==> src/rtl/bsg_pkg.sv <==
// Shared constants, handshake structs and saturation helper for the scan generator.
`timescale 1ns / 1ps

package bsg_pkg;

  // Field widths of the ports.
  localparam int ANGLE_W   = 16;
  localparam int SCALE_W   = 16;
  localparam int LINES_W   = 5;
  localparam int INTERP_W  = 4;
  localparam int CFG_IDX_W = 3;
  localparam int CFG_DAT_W = 16;

  // Bottom-line yaw factor is unsigned Q2.14.
  localparam int SCALE_SHIFT = 14;

  // Shared multiplier operand and product widths.
  localparam int MUL_W  = 18;
  localparam int PROD_W = 2 * MUL_W;

  // Serial divider widths: dividend covers line * span, divisor covers up to 63.
  localparam int DIV_W = 24;
  localparam int DVS_W = 6;

  // Width of intermediate values handed to the saturation helper.
  localparam int SAT_W = 40;

  // Configuration register indexes.
  localparam logic [CFG_IDX_W-1:0] REG_SCAN_LINES   = 3'd0;
  localparam logic [CFG_IDX_W-1:0] REG_YAW_LEFT     = 3'd1;
  localparam logic [CFG_IDX_W-1:0] REG_YAW_RIGHT    = 3'd2;
  localparam logic [CFG_IDX_W-1:0] REG_PITCH_UP     = 3'd3;
  localparam logic [CFG_IDX_W-1:0] REG_PITCH_DOWN   = 3'd4;
  localparam logic [CFG_IDX_W-1:0] REG_BOTTOM_SCALE = 3'd5;
  localparam logic [CFG_IDX_W-1:0] REG_INTERP_COUNT = 3'd6;

  // Reset values of the configuration registers.
  localparam int RST_SCAN_LINES = 3;
  localparam int RST_SCALE      = 16384;

  // Request into the serial divider.
  typedef struct packed {
    logic             start;
    logic [DIV_W-1:0] dividend;
    logic [DVS_W-1:0] divisor;
  } div_req_t;

  // Response from the serial divider; done pulses for one cycle.
  typedef struct packed {
    logic             done;
    logic [DIV_W-1:0] quotient;
    logic [DVS_W-1:0] remainder;
  } div_rsp_t;

  // Clamp a wide signed value into the signed angle range.
  function automatic logic signed [ANGLE_W-1:0] sat_angle(input logic signed [SAT_W-1:0] v);
    logic signed [SAT_W-1:0]   hi;
    logic signed [SAT_W-1:0]   lo;
    logic signed [ANGLE_W-1:0] res;
    hi = SAT_W'(2 ** (ANGLE_W - 1) - 1);
    lo = -hi - SAT_W'(1);
    if (v > hi) begin
      res = hi[ANGLE_W-1:0];
    end else if (v < lo) begin
      res = lo[ANGLE_W-1:0];
    end else begin
      res = v[ANGLE_W-1:0];
    end
    return res;
  endfunction

endpackage

==> src/rtl/bsg_channels.sv <==
// Handshake channel interfaces: input item, result keyframe and configuration write.
`timescale 1ns / 1ps

interface bsg_item_if;
  logic valid;
  logic ready;
  logic restart;

  modport source (output valid, output restart, input ready);
  modport sink (input valid, input restart, output ready);
endinterface

interface bsg_result_if;
  logic                                 valid;
  logic                                 ready;
  logic signed [bsg_pkg::ANGLE_W-1:0]   yaw;
  logic signed [bsg_pkg::ANGLE_W-1:0]   pitch;
  logic                                 last_of_step;
  logic                                 pattern_end;

  modport source (output valid, output yaw, output pitch, output last_of_step,
                  output pattern_end, input ready);
  modport sink (input valid, input yaw, input pitch, input last_of_step,
                input pattern_end, output ready);
endinterface

interface bsg_cfg_if;
  logic                               valid;
  logic                               ready;
  logic [bsg_pkg::CFG_IDX_W-1:0]      index;
  logic [bsg_pkg::CFG_DAT_W-1:0]      data;

  modport source (output valid, output index, output data, input ready);
  modport sink (input valid, input index, input data, output ready);
endinterface

==> src/rtl/bsg_divider.sv <==
// Restoring unsigned serial divider, one quotient bit per cycle.
`timescale 1ns / 1ps

module bsg_divider (
  input  logic              clk,
  input  logic              rst,
  input  bsg_pkg::div_req_t req,
  output bsg_pkg::div_rsp_t rsp
);
  import bsg_pkg::*;

  localparam int CNT_W = $clog2(DIV_W + 1);

  logic             busy;
  logic             done;
  logic [CNT_W-1:0] cnt;
  logic [DIV_W-1:0] quo;
  logic [DVS_W-1:0] rem;
  logic [DVS_W-1:0] dvs;

  logic [DVS_W:0]   shifted;
  logic [DVS_W:0]   diff;
  logic             fits;

  // Shift the next dividend bit into the partial remainder and try the subtract.
  always_comb begin
    shifted = {rem, quo[DIV_W-1]};
    diff    = shifted - {1'b0, dvs};
    fits    = (shifted >= {1'b0, dvs});
  end

  // Control: count down the quotient bits and pulse done after the last one.
  always_ff @(posedge clk) begin
    if (rst) begin
      busy <= 1'b0;
      done <= 1'b0;
      cnt  <= '0;
    end else begin
      done <= 1'b0;
      if (req.start) begin
        busy <= 1'b1;
        cnt  <= CNT_W'(DIV_W);
      end else if (busy) begin
        cnt <= cnt - CNT_W'(1);
        if (cnt == CNT_W'(1)) begin
          busy <= 1'b0;
          done <= 1'b1;
        end
      end
    end
  end

  // Datapath: divisor held for the whole division, remainder and quotient shift register.
  always_ff @(posedge clk) begin
    if (req.start) begin
      rem <= '0;
      quo <= req.dividend;
      dvs <= req.divisor;
    end else if (busy) begin
      if (fits) begin
        rem <= diff[DVS_W-1:0];
        quo <= {quo[DIV_W-2:0], 1'b1};
      end else begin
        rem <= shifted[DVS_W-1:0];
        quo <= {quo[DIV_W-2:0], 1'b0};
      end
    end
  end

  assign rsp.done      = done;
  assign rsp.quotient  = quo;
  assign rsp.remainder = rem;

endmodule

==> src/rtl/boustrophedon_scan_generator.sv <==
// Top level of the back-and-forth pan-tilt scan pattern generator.
`timescale 1ns / 1ps

// Each input beat advances the scan pattern by one iteration and produces one corner
// keyframe, followed on a horizontal sweep with nonzero interp_count by interp_count+1
// interpolated yaw points (at most MAX_INTERP+1). The block handles one input beat at
// a time: a corner passes through the serial divider that places the scan line's
// pitch, a sweep with points makes a second pass through the divider, and the result
// consumer may stall the output. The corner of a single-line pattern skips the divider.
// Angles are signed Q3.12 radians; the bottom-line yaw factor is unsigned Q2.14.
// Divisions truncate toward zero and every computed angle saturates. Configuration
// writes are always accepted and must only be made while the block is idle.
module boustrophedon_scan_generator #(
  parameter int MAX_LINES  = 16,
  parameter int MAX_INTERP = 15
) (
  input  logic         clk,
  input  logic         rst,
  bsg_item_if.sink     item,
  bsg_result_if.source result,
  bsg_cfg_if.sink      cfg
);
  import bsg_pkg::*;

  localparam int LCW = $clog2(MAX_LINES + 1);
  localparam int ITW = $clog2(4 * MAX_LINES + 1);
  localparam int IW  = $clog2(MAX_INTERP + 2);
  localparam int RW  = DVS_W + 2;
  localparam int RST_LINE_INDEX =
    ((RST_SCAN_LINES > MAX_LINES) ? MAX_LINES : RST_SCAN_LINES) - 1;

  // Sequencer states.
  localparam logic [3:0] ST_IDLE  = 4'd0;
  localparam logic [3:0] ST_PREP  = 4'd1;
  localparam logic [3:0] ST_PMUL  = 4'd2;
  localparam logic [3:0] ST_PDIV  = 4'd3;
  localparam logic [3:0] ST_PWAIT = 4'd4;
  localparam logic [3:0] ST_YSCL  = 4'd5;
  localparam logic [3:0] ST_YRND  = 4'd6;
  localparam logic [3:0] ST_EMIT  = 4'd7;
  localparam logic [3:0] ST_IDIV  = 4'd8;
  localparam logic [3:0] ST_IWAIT = 4'd9;
  localparam logic [3:0] ST_POINT = 4'd10;
  localparam logic [3:0] ST_STEP  = 4'd11;
  localparam logic [3:0] ST_UPD   = 4'd12;

  // Configuration registers.
  logic [LINES_W-1:0]        scan_lines;
  logic signed [ANGLE_W-1:0] yaw_left;
  logic signed [ANGLE_W-1:0] yaw_right;
  logic signed [ANGLE_W-1:0] pitch_up;
  logic signed [ANGLE_W-1:0] pitch_down;
  logic [SCALE_W-1:0]        bottom_yaw_scale;
  logic [INTERP_W-1:0]       interp_count;

  // Pattern state.
  logic [LCW-1:0] line_index;
  logic           going_up;
  logic           on_right;
  logic           heading_right;
  logic [ITW-1:0] iteration_count;

  // Per-item working registers.
  logic [3:0]                state;
  logic                      restart_req;
  logic                      end_flag;
  logic                      interp_mode;
  logic                      in_points;
  logic signed [ANGLE_W-1:0] pitch_r;
  logic signed [ANGLE_W-1:0] yaw_r;
  logic signed [PROD_W-1:0]  mprod;
  logic [IW-1:0]             divn;
  logic [IW-1:0]             pts_left;
  logic [ANGLE_W:0]          step_q;
  logic [DVS_W-1:0]          step_r;
  logic [ANGLE_W:0]          acc_q;
  logic [DVS_W-1:0]          acc_r;

  // Output register.
  logic                      out_valid;
  logic signed [ANGLE_W-1:0] out_yaw;
  logic signed [ANGLE_W-1:0] out_pitch;
  logic                      out_last;
  logic                      out_end;

  // Divider connection.
  div_req_t div_req;
  div_rsp_t div_rsp;

  // Combinational helpers.
  logic [LCW-1:0]            l_eff;
  logic [ITW-1:0]            total;
  logic                      end_calc;
  logic [IW-1:0]             divn_calc;
  logic signed [ANGLE_W:0]   pdiff;
  logic [ANGLE_W:0]          pspan;
  logic signed [ANGLE_W:0]   ydiff;
  logic [ANGLE_W:0]          yspan;
  logic signed [ANGLE_W-1:0] key_yaw;
  logic signed [MUL_W-1:0]   mul_a;
  logic signed [MUL_W-1:0]   mul_b;
  logic signed [PROD_W-1:0]  mround;
  logic signed [SAT_W-1:0]   pitch_sum;
  logic signed [SAT_W-1:0]   point_sum;
  logic signed [LCW+1:0]     nl_raw;
  logic signed [LCW+1:0]     nl_max;
  logic signed [LCW+1:0]     nl_sat;
  logic                      emit_fire;
  logic                      emit_last;
  logic signed [RW-1:0]      r_dn;
  logic signed [RW-1:0]      r_up;

  // Effective line count, pattern length and interpolation divisor.
  always_comb begin
    if (scan_lines == '0) begin
      l_eff = LCW'(1);
    end else if (32'(scan_lines) > MAX_LINES) begin
      l_eff = LCW'(MAX_LINES);
    end else begin
      l_eff = LCW'(scan_lines);
    end
    total     = (l_eff >= LCW'(2)) ? ITW'(4 * 32'(l_eff) - 4) : ITW'(2);
    end_calc  = ({1'b0, iteration_count} + (ITW + 1)'(1)) >= {1'b0, total};
    divn_calc = IW'(((32'(interp_count) > MAX_INTERP) ? MAX_INTERP
                                                       : 32'(interp_count)) + 1);
  end

  // Spans between the pitch limits and between the yaw limits.
  always_comb begin
    pdiff   = (ANGLE_W + 1)'(pitch_down) - (ANGLE_W + 1)'(pitch_up);
    pspan   = pdiff[ANGLE_W] ? (ANGLE_W + 1)'(-pdiff) : pdiff;
    ydiff   = (ANGLE_W + 1)'(yaw_left) - (ANGLE_W + 1)'(yaw_right);
    yspan   = ydiff[ANGLE_W] ? (ANGLE_W + 1)'(-ydiff) : ydiff;
    key_yaw = on_right ? yaw_right : yaw_left;
  end

  // Shared multiplier operands: line times span, or yaw times bottom factor.
  always_comb begin
    if (state == ST_PMUL) begin
      mul_a = MUL_W'(pspan);
      mul_b = MUL_W'(line_index);
    end else begin
      mul_a = MUL_W'(yaw_r);
      mul_b = MUL_W'(bottom_yaw_scale);
    end
  end

  // Scaled yaw truncated toward zero, and the two saturating sums.
  always_comb begin
    mround    = mprod + (mprod[PROD_W-1] ? PROD_W'(2 ** SCALE_SHIFT - 1) : PROD_W'(0));
    pitch_sum = SAT_W'(pitch_up) + SAT_W'(div_rsp.quotient);
    point_sum = SAT_W'(yaw_right) + SAT_W'(acc_q);
  end

  // Next scan line, clamped to the current line range.
  always_comb begin
    nl_raw = going_up ? ((LCW + 2)'(line_index) - (LCW + 2)'(1))
                      : ((LCW + 2)'(line_index) + (LCW + 2)'(1));
    nl_max = (LCW + 2)'(l_eff) - (LCW + 2)'(1);
    if (nl_raw < 0) begin
      nl_sat = '0;
    end else if (nl_raw > nl_max) begin
      nl_sat = nl_max;
    end else begin
      nl_sat = nl_raw;
    end
  end

  // Running remainder for the next interpolation point in either direction.
  always_comb begin
    r_dn = RW'(acc_r) - RW'(step_r);
    r_up = RW'(acc_r) + RW'(step_r);
  end

  // Divider requests: line pitch first, then the sweep step.
  always_comb begin
    div_req.start = (state == ST_PDIV) || (state == ST_IDIV);
    if (state == ST_PDIV) begin
      div_req.dividend = mprod[DIV_W-1:0];
      div_req.divisor  = DVS_W'(l_eff - LCW'(1));
    end else begin
      div_req.dividend = DIV_W'(yspan);
      div_req.divisor  = DVS_W'(divn);
    end
  end

  bsg_divider u_divider (
    .clk (clk),
    .rst (rst),
    .req (div_req),
    .rsp (div_rsp)
  );

  // A keyframe leaves when the output register is free or being emptied.
  always_comb begin
    emit_fire = (state == ST_EMIT) && (!out_valid || result.ready);
    emit_last = in_points ? (pts_left == IW'(1)) : !interp_mode;
  end

  // Configuration writes.
  always_ff @(posedge clk) begin
    if (rst) begin
      scan_lines       <= LINES_W'(RST_SCAN_LINES);
      yaw_left         <= '0;
      yaw_right        <= '0;
      pitch_up         <= '0;
      pitch_down       <= '0;
      bottom_yaw_scale <= SCALE_W'(RST_SCALE);
      interp_count     <= '0;
    end else if (cfg.valid) begin
      unique case (cfg.index)
        REG_SCAN_LINES:   scan_lines       <= cfg.data[LINES_W-1:0];
        REG_YAW_LEFT:     yaw_left         <= cfg.data;
        REG_YAW_RIGHT:    yaw_right        <= cfg.data;
        REG_PITCH_UP:     pitch_up         <= cfg.data;
        REG_PITCH_DOWN:   pitch_down       <= cfg.data;
        REG_BOTTOM_SCALE: bottom_yaw_scale <= cfg.data;
        REG_INTERP_COUNT: interp_count     <= cfg.data[INTERP_W-1:0];
        default: ;
      endcase
    end
  end

  // Sequencer with pattern state.
  always_ff @(posedge clk) begin
    if (rst) begin
      state           <= ST_IDLE;
      restart_req     <= 1'b0;
      end_flag        <= 1'b0;
      interp_mode     <= 1'b0;
      in_points       <= 1'b0;
      line_index      <= LCW'(RST_LINE_INDEX);
      going_up        <= 1'b1;
      on_right        <= 1'b0;
      heading_right   <= 1'b1;
      iteration_count <= '0;
    end else begin
      unique case (state)
        ST_IDLE: begin
          if (item.valid) begin
            restart_req <= item.restart;
            state       <= ST_PREP;
          end
        end
        ST_PREP: begin
          if (restart_req) begin
            line_index      <= l_eff - LCW'(1);
            going_up        <= 1'b1;
            on_right        <= 1'b0;
            heading_right   <= 1'b1;
            iteration_count <= '0;
          end
          state <= ST_PMUL;
        end
        ST_PMUL: begin
          end_flag    <= end_calc;
          in_points   <= 1'b0;
          divn        <= divn_calc;
          interp_mode <= (on_right != heading_right) && (interp_count != '0)
                         && (MAX_INTERP > 0);
          if (l_eff == LCW'(1)) begin
            pitch_r <= pitch_up;
            yaw_r   <= key_yaw;
            state   <= ST_YSCL;
          end else begin
            mprod <= mul_a * mul_b;
            state <= ST_PDIV;
          end
        end
        ST_PDIV: begin
          state <= ST_PWAIT;
        end
        ST_PWAIT: begin
          if (div_rsp.done) begin
            pitch_r <= sat_angle(pitch_sum);
            yaw_r   <= key_yaw;
            state   <= ST_YSCL;
          end
        end
        ST_YSCL: begin
          if (pitch_r == pitch_down) begin
            mprod <= mul_a * mul_b;
            state <= ST_YRND;
          end else begin
            state <= ST_EMIT;
          end
        end
        ST_YRND: begin
          yaw_r <= sat_angle(SAT_W'(mround >>> SCALE_SHIFT));
          state <= ST_EMIT;
        end
        ST_EMIT: begin
          if (emit_fire) begin
            if (!in_points && interp_mode) begin
              state <= ST_IDIV;
            end else if (in_points && !emit_last) begin
              state <= ST_STEP;
            end else begin
              state <= ST_UPD;
            end
          end
        end
        ST_IDIV: begin
          state <= ST_IWAIT;
        end
        ST_IWAIT: begin
          if (div_rsp.done) begin
            step_q    <= div_rsp.quotient[ANGLE_W:0];
            step_r    <= div_rsp.remainder;
            pts_left  <= divn;
            in_points <= 1'b1;
            // Rightward sweeps start at the far end, where the point is exact.
            if (heading_right) begin
              acc_q <= yspan;
              acc_r <= '0;
            end else begin
              acc_q <= div_rsp.quotient[ANGLE_W:0];
              acc_r <= div_rsp.remainder;
            end
            state <= ST_POINT;
          end
        end
        ST_POINT: begin
          yaw_r <= sat_angle(point_sum);
          state <= ST_YSCL;
        end
        ST_STEP: begin
          pts_left <= pts_left - IW'(1);
          if (heading_right) begin
            if (r_dn[RW-1]) begin
              acc_r <= DVS_W'(r_dn + RW'(divn));
              acc_q <= acc_q - step_q - (ANGLE_W + 1)'(1);
            end else begin
              acc_r <= DVS_W'(r_dn);
              acc_q <= acc_q - step_q;
            end
          end else begin
            if (r_up >= RW'(divn)) begin
              acc_r <= DVS_W'(r_up - RW'(divn));
              acc_q <= acc_q + step_q + (ANGLE_W + 1)'(1);
            end else begin
              acc_r <= DVS_W'(r_up);
              acc_q <= acc_q + step_q;
            end
          end
          state <= ST_POINT;
        end
        ST_UPD: begin
          if (end_flag) begin
            line_index      <= l_eff - LCW'(1);
            going_up        <= 1'b1;
            on_right        <= 1'b0;
            heading_right   <= 1'b1;
            iteration_count <= '0;
          end else begin
            iteration_count <= iteration_count + ITW'(1);
            if (on_right != heading_right) begin
              on_right <= heading_right;
            end else begin
              heading_right <= !heading_right;
              line_index    <= LCW'(nl_sat);
              if (nl_sat <= 0 || nl_sat >= nl_max) begin
                going_up <= !going_up;
              end
            end
          end
          state <= ST_IDLE;
        end
        default: state <= ST_IDLE;
      endcase
    end
  end

  // Output register control.
  always_ff @(posedge clk) begin
    if (rst) begin
      out_valid <= 1'b0;
    end else if (emit_fire) begin
      out_valid <= 1'b1;
    end else if (result.ready) begin
      out_valid <= 1'b0;
    end
  end

  // Output register payload.
  always_ff @(posedge clk) begin
    if (emit_fire) begin
      out_yaw   <= yaw_r;
      out_pitch <= pitch_r;
      out_last  <= emit_last;
      out_end   <= end_flag;
    end
  end

  assign item.ready          = (state == ST_IDLE);
  assign cfg.ready           = 1'b1;
  assign result.valid        = out_valid;
  assign result.yaw          = out_yaw;
  assign result.pitch        = out_pitch;
  assign result.last_of_step = out_last;
  assign result.pattern_end  = out_end;

endmodule

==> src/flat_wrapper.sv <==
// flat-port wrapper written by rule: the top's interface ports become plain ports
module boustrophedon_scan_generator_flat import bsg_pkg::*;
#(
  parameter int MAX_LINES  = 16,
  parameter int MAX_INTERP = 15
)
  (clk, rst, item_valid, item_restart, item_ready, result_valid, result_yaw, result_pitch, result_last_of_step, result_pattern_end, result_ready, cfg_valid, cfg_index, cfg_data, cfg_ready);
  bsg_item_if item_i ();
  bsg_result_if result_i ();
  bsg_cfg_if cfg_i ();
  input  logic clk;
  input  logic rst;
  input wire logic [$bits(item_i.valid)-1:0] item_valid;
  input wire logic [$bits(item_i.restart)-1:0] item_restart;
  output wire logic [$bits(item_i.ready)-1:0] item_ready;
  output wire logic [$bits(result_i.valid)-1:0] result_valid;
  output wire logic [$bits(result_i.yaw)-1:0] result_yaw;
  output wire logic [$bits(result_i.pitch)-1:0] result_pitch;
  output wire logic [$bits(result_i.last_of_step)-1:0] result_last_of_step;
  output wire logic [$bits(result_i.pattern_end)-1:0] result_pattern_end;
  input wire logic [$bits(result_i.ready)-1:0] result_ready;
  input wire logic [$bits(cfg_i.valid)-1:0] cfg_valid;
  input wire logic [$bits(cfg_i.index)-1:0] cfg_index;
  input wire logic [$bits(cfg_i.data)-1:0] cfg_data;
  output wire logic [$bits(cfg_i.ready)-1:0] cfg_ready;
  assign item_i.valid = item_valid;
  assign item_i.restart = item_restart;
  assign item_ready = item_i.ready;
  assign result_valid = result_i.valid;
  assign result_yaw = result_i.yaw;
  assign result_pitch = result_i.pitch;
  assign result_last_of_step = result_i.last_of_step;
  assign result_pattern_end = result_i.pattern_end;
  assign result_i.ready = result_ready;
  assign cfg_i.valid = cfg_valid;
  assign cfg_i.index = cfg_index;
  assign cfg_i.data = cfg_data;
  assign cfg_ready = cfg_i.ready;
  boustrophedon_scan_generator #(.MAX_LINES(MAX_LINES), .MAX_INTERP(MAX_INTERP)) u_core (.clk(clk), .rst(rst), .item(item_i), .result(result_i), .cfg(cfg_i));
endmodule
==> config.mk <==
export PLATFORM = sky130hd
export DESIGN_NAME = boustrophedon_scan_generator_flat
export DESIGN_NICKNAME = d
export VERILOG_FILES = /design/src/rtl/bsg_pkg.sv /design/src/rtl/bsg_channels.sv /design/src/rtl/bsg_divider.sv /design/src/rtl/boustrophedon_scan_generator.sv /design/src/flat_wrapper.sv
export SDC_FILE = /design/constraint.sdc
export NUM_CORES = 2
export LEC_CHECK = 0
export ABC_AREA = 1
export CORE_MARGIN = 1.5
export CORE_UTILIZATION = 50
export CTS_BUF_LIST = sky130_fd_sc_hd__clkbuf_16
export DETAILED_ROUTE_END_ITERATION = 10
export DONT_BUFFER_PORTS = 1
export PLACE_DENSITY = 0.77
export RECOVER_POWER = 50
export SYNTH_ARGS = -nofsm -noshare
export SYNTH_HDL_FRONTEND = slang
export SYNTH_SLANG_ARGS = --single-unit
export TNS_END_PERCENT = 10
==> constraint.sdc <==
create_clock -name clk -period 7.26 [get_ports clk]
set_input_delay 0.726 -clock clk [delete_from_list [all_inputs] [get_ports clk]]
set_output_delay 0.726 -clock clk [all_outputs]
set_load 0.1 [all_outputs]
# After elaboration in Yosys (flattened, before gate mapping)
# Cells that the tools add are included.
totals:
  ff_bits: 314
  out_inout_bits: 37
  elab_cells: 250
classes:
  n_addsub: 27
  n_mul: 1
  magnitude_cmp: 15
  eq_ne: 34
  n_mux: 85
  n_bitwise: 2
  n_reduce_logical: 47
ops:
  columns: ["cell", "count"]
  rows:
  - ["16-bit two-way mux", 12]
  - ["17-bit two-way mux", 7]
  - ["40-bit by 16-bit greater-than comparator with 1-bit output (second input constant)", 2]
  - ["40-bit by 16-bit < comparator with 1-bit output (second input constant)", 2]
  - ["36-bit two-way mux", 2]
  - ["36-bit case mux with 2 select lines", 1]
  - ["16-bit case mux with 4 select lines", 1]
  - ["24-bit two-way mux", 2]
  - ["4-bit case mux with 12 select lines", 1]
  - ["7-bit two-way mux", 6]
  - ["5-bit two-way mux", 8]
  - ["36-bit by 15-bit adder with 36-bit output", 1]
  - ["6-bit two-way mux", 6]
  - ["18-bit by 17-bit multiplier with 35-bit output", 1]
  - ["17-bit negation", 2]
  - ["17-bit case mux with 2 select lines", 1]
  - ["16-bit by 16-bit subtractor with 17-bit output", 2]
  - ["16-bit case mux with 2 select lines", 1]
  - ["30-bit two-way mux", 1]
  - ["16-bit by 25-bit adder with 26-bit output", 1]
  - ["22-bit by 16-bit greater-than comparator with 1-bit output (second input constant)", 1]
  - ["22-bit by 16-bit < comparator with 1-bit output (second input constant)", 1]
  - ["2-bit AND reduction", 11]
  - ["4-bit == test (second input constant)", 5]
  - ["other kinds (60)", 133]

# Longest topological paths before layout
depth:
  ltp_word: 13
  mapped_depth: 43

# Cells and area by module
# A second synthesis with hierarchy kept.
hier_totals:
  cells_unflattened: 4833
  area_unflattened_um2: 35537.8
by_module_without_submodules:
  columns: ["mod", "n_inst", "cells_per_inst", "area_per_inst_um2", "seq_area_each_um2"]
  rows:
  - ["boustrophedon_scan_generator", 1, 4585, 33384.5, 6976.7]
  - ["bsg_divider", 1, 248, 2153.3, 1161.1]

# Least setup slack after synthesis
# OpenSTA, ideal clock, no wires.
synth_timing:
  path_type: "reg2reg"
  startpoint: "register u_core.pitch_down[0]"
  endpoint: "register u_core.mprod[32], data pin"
  setup_ns: 0.262
  arrival_ns: 6.987
  required_ns: 6.998
  path_slack_ns: 0.011
  stages_incl_launch_ff: 40
  path_buffers: 1
  synth_period_minus_slack_ns: 7.249
  cell_sequence: "dfxtp_1 inv_1 ha_1 fa_1 inv_1 nand3_1 nand2_2 nand2_1 nand2_1 xnor2_2 and2_1 nand3_1 nor2_1 nand3_1 nand2_1 nand2_1 nand2_1 nand2_2 (+4 left out) fa_1 fa_1 inv_1 fa_1 fa_1 inv_1 fa_1 inv_1 ha_1 clkbuf_1 nand4_1 nor3_1 nand3_1 nand3b_1 nand2_1 o211ai_1 a21oi_1 xor2_1"
synth_between:
  elab_chain_len: 7
synth_rtl:
  columns: ["item", "line", "text"]
  rows:
  - ["start: declaration", "boustrophedon_scan_generator.sv:52", "logic signed [ANGLE_W-1:0] pitch_down;"]
  - ["start signal: assignment", "boustrophedon_scan_generator.sv:216", "REG_PITCH_DOWN: pitch_down <= cfg.data;"]
  - ["16-bit by 16-bit subtractor with 17-bit output (*)", "boustrophedon_scan_generator.sv:130", "pdiff = (ANGLE_W + 1)'(pitch_down) - (ANGLE_W + 1)'(pitch_up);"]
  - ["17-bit negation", "boustrophedon_scan_generator.sv:131", "pspan = pdiff[ANGLE_W] ? (ANGLE_W + 1)'(-pdiff) : pdiff;"]
  - ["17-bit two-way mux (*)", "boustrophedon_scan_generator.sv:131", null]
  - ["18-bit two-way mux (*)", "boustrophedon_scan_generator.sv:139", "if (state == ST_PMUL) begin"]
  - ["18-bit by 17-bit multiplier with 35-bit output (*)", "boustrophedon_scan_generator.sv:266, boustrophedon_scan_generator.sv:282", null]
  - ["36-bit two-way mux (on tied branches)", "boustrophedon_scan_generator.sv:281, boustrophedon_scan_generator.sv:261", null]
  - ["36-bit case mux with 2 select lines (*)", "boustrophedon_scan_generator.sv:238", "unique case (state)"]
  - ["end signal: assignment", "boustrophedon_scan_generator.sv:266", "mprod <= mul_a * mul_b;"]
  - ["end signal: assignment", "boustrophedon_scan_generator.sv:282", "mprod <= mul_a * mul_b;"]
  - ["end: declaration", "boustrophedon_scan_generator.sv:71", "logic signed [PROD_W-1:0] mprod;"]
# Every way passes the cells marked *; elsewhere a longest branch is shown, timed or not. The select of a mux whose other input is x is not followed.
# A chain may end at the register's enable or synchronous reset.

# Worst setup path in the final report
layout_timing:
  startpoint: "register u_core.pitch_down[0]"
  endpoint: "register u_core.mprod[26], data pin"
# Same word-level chain as after synthesis.

==> results.toml <==
[status]
status = "finished with violations"
failed_checks = "max-capacitance violations, max-slew violations, negative setup slack"

[finish]
regArea_um2 = 8140
area_delta_synth_final_pct = 12.7
mostFrequentLayoutCell = "nand2_1"
drive_above_1_share = 0.104
multi_input_area_um2 = 24200
fillers = 6436
fin_nets = 5634
layout_common_cells = "nand2_1 (1071), inv_1 (896), nor2_1 (499), fa_1 (298), a21oi_1 (267)"

[floorplanning]
start_util = 0.506
io_pins = 62
core-area_um2 = 70300
die_area_um2 = 72800
row_count = 97
die_x_um = 270
die_y_um = 270

[worst_setup_path]
rrSetupSlack_ns = -0.27
critPathKind = "reg2reg"
arrival_ns = 7.83
critical_path.startpoint_type = "flip-flop"
cpLargestDelayFamily = "adder cells"
cp.required_ns = 7.56
crit_path_frequent_cell = "buf_4"
cp_slowest_cell = "fa_1"
r2r_cells = 40
cp_max_fo = 4
r2r-end = "u_core.mprod[26]$_DFFE_PP_"
crit_buf_inv = 13
rr_startpoint = "u_core.pitch_down[0]$_SDFFE_PP0P_"
worst_path_largest_cell_delay_ns = 0.54
worstSetupEndpointType = "flip-flop"

[hold_path]
hp-class = "in2reg"
min_path_cells = 1
hold_start = "rst"
min_to = "u_core.restart_req$_SDFFE_PP0P_"

[timing]
worst_slack_ns = -0.275
period_needed_ns = 7.53
fin_worst_skew_ns = 0.0203
rsz0062_at_grt = "true"
slew_headroom = -0.723
worstMarginPinSlew_ns = 2.58
setup_tns_ns = -0.970
whs_ns = 0.235
report.final.slew_viol_count = 68
fmax_mhz = 133
setup_violations = 7
report.final.hold_viol_count = 0
period_share = 1.04

[routing]
via_per_inst = 5.50
drtIter0Drc = 2870
drt-wirelength-per-cell_um = 18.9
wirelength_um = 113000
drt_first_pass_iters = 6
ant_nets = 0
drc = 0
vias = 33000

[synthesis]
synthArstFlopShare = 0
ys_types = 65
yosys_warnings = 0
synth_area_leader_cell = "fa_1"
syn_area_um2 = 35600
synth_flop_cell = "edfxtp_1"
ys_top_cells_by_area = "fa_1 (17%), edfxtp_1 (16%), nand2_1 (12%)"
ys_seq_area_frac = 0.229
synth_edf_count = 187
yosysTopAreaCellShare = 0.171
synth.avg_cell_area_um2 = 7.33
synth_cells = 4852
synth_seq_cells = 313

[pwr]
p_comb_frac = 0.632
sw_frac_of_total = 0.470
power.leakage_nw = 19.9
power_density_nw_per_um2 = 326
seqPwrFrac = 0.214
vdd_drop_max_mv = 0.392
p_sw_mw = 6.14
pwr-share-clk = 0.154
cell_internal_pwr_mw = 6.93

[job]
max_cap_viol_count = 2

[place]
gp_congestion = 0.984
port_buffers = 0
dpl.hpwl_um = 92200

[clock_network]
cts_tree = "done"
root_buffer = "clkbuf_16"
h-tree-depth = 2
path_clk_slew_ns = 0.07
hold_buffers = 0
clock-sinks = 313
clockBufferDepth = 3
clkLatencyLatePin_ns = 0.57
numCtsBuffers = 38

[global_route]
grt_pass1_vias = 32000
antenna_found_initial = 0
grt_max_degree = 101
grt_overflow_total = 0
grtUsageTotal = 0.309
grt_pass1_wl_um = 176000
-- registers in the layout, summed over array words and instances, names as in the netlist, 5 cells and up --
signal                   cells
u_core.u_divider.cnt         5
u_core.step_r                6
u_core.pitch_r              16
u_core.pitch_down           16
u_core.line_index            5
u_core.bottom_yaw_scale     16
u_core.pitch_up             16
u_core.u_divider.dvs         6
u_core.scan_lines            5
u_core.acc_r                 6
u_core.u_divider.quo        24
u_core.mprod                35
u_core.acc_q                17
u_core.pts_left              5
u_core.yaw_r                16
u_core.yaw_left             16
u_core.step_q               17
u_core.result.yaw           16
u_core.divn                  5
u_core.iteration_count       7
u_core.yaw_right            16
u_core.u_divider.rem         6
u_core.result.pitch         16
-- metrics by stage --
| stage | instance area, um2 | std cells | worst slack, ns | total power, mW | utilization |
|---|---|---|---|---|---|
| floorplan | 35600 | 4857 | 0.0107 | 7.58 | - |
| global placement | 37900 | 5904 | -0.366 | 10.2 | 0.540 |
| detailed placement | 37900 | 5904 | -0.515 | 10.3 | 0.540 |
| CTS | 39900 | 5995 | -0.0514 | 12.8 | 0.567 |
| global route | 40100 | 6001 | -0.536 | 14.1 | 0.571 |
| finish | 40100 | 6003 | -0.275 | 13.1 | 0.571 |
-- power by group through the flow --
stage / clock (mW) / sequential [mW] / combinational (mW)
5_1_grt: 2.09 / 2.80 / 9.20
3_3_place_gp: 0 / 2.82 / 7.34
3_5_place_dp: 0 / 2.82 / 7.44
6_report: 2.01 / 2.80 / 8.25
4_1_cts: 2.03 / 2.79 / 8.03
2_1_floorplan: 0 / 2.56 / 5.01
-- kinds of logic after synthesis --
| logic type | count (synthesis) | share of synthesized area |
|---|---|---|
| AOI/OAI and AO/OA | 676 | 0.105 |
| xor gates and xnor gates | 160 | 0.0407 |
| adders and majority gates | 577 | 0.267 |
| buffers and inverters | 1027 | 0.112 |
| DFF | 313 | 0.229 |
| other | 2 | 0.000211 |
| and+or+nand+nor | 2097 | 0.247 |
-- how the worst max path moves through the flow --
stage,start,endpoint,slack (ns),cells after the start
after floorplan,u_core.pitch_down[0]$_SDFFE_PP0P_,u_core.mprod[32]$_DFFE_PP_,0.01,39
after CTS,u_core.pitch_down[0]$_SDFFE_PP0P_,u_core.mprod[34]$_DFFE_PP_,-0.05,36
after global routing,u_core.pitch_down[0]$_SDFFE_PP0P_,u_core.mprod[26]$_DFFE_PP_,-0.54,40
after global placement,u_core.pitch_down[0]$_SDFFE_PP0P_,u_core.mprod[33]$_DFFE_PP_,-0.37,43
after detailed placement,u_core.pitch_down[0]$_SDFFE_PP0P_,u_core.mprod[33]$_DFFE_PP_,-0.51,36
final,u_core.pitch_down[0]$_SDFFE_PP0P_,u_core.mprod[26]$_DFFE_PP_,-0.27,40
-- synthesized netlist by cell type (4+ instances only) --
cell / number
a21o_1: 10
a21oi_1: 287
a21oi_2: 14
a22oi_1: 4
a31oi_1: 11
and2_1: 5
buf_1: 8
buf_2: 13
buf_4: 9
buf_6: 4
clkbuf_1: 72
clkinv_1: 5
dfxtp_1: 126
edfxtp_1: 187
fa_1: 304
ha_1: 273
inv_1: 903
inv_2: 10
nand2_1: 1099
nand2_2: 18
nand3_1: 269
nand3_2: 5
nand3b_1: 20
nand4_1: 74
nor2_1: 523
nor2_2: 15
nor3_1: 39
nor3_2: 5
nor4_1: 5
o211ai_1: 23
o21a_1: 6
o21ai_0: 252
o21ai_1: 15
o21bai_1: 15
o221ai_1: 7
o22ai_1: 11
o31ai_1: 4
or2_2: 8
xnor2_1: 58
xor2_1: 96
-- layout make-up --
cell class,count,area share
diodes,2,0.000125
clock inverters,26,0.00562
multi-input cells,3517,0.604
inverters,918,0.0859
clock buffers,43,0.0268
repair buffers,244,0.0453
flip-flops and latches,313,0.203
well taps,940,0.0293
-- per-layer routing --
metal  global-route usage  wire (um)  vias up
li1                     -          -    15700
met1                0.398      45800    15700
met2                0.515      53000     1276
met3               0.0390       8230      309
met4                0.144       6140        0
met5                    0          0        -
-- repair_timing --
action | CTS | global route
cloned | 0 | 0
gates resized for setup | 111 | 66
endpoints found under the hold margin | 0 | 0
setup buffers | 22 | 6
setup endpoints to repair | 20 | 22
pin swaps | 96 | 44
(Power assumes the default switching activity.)
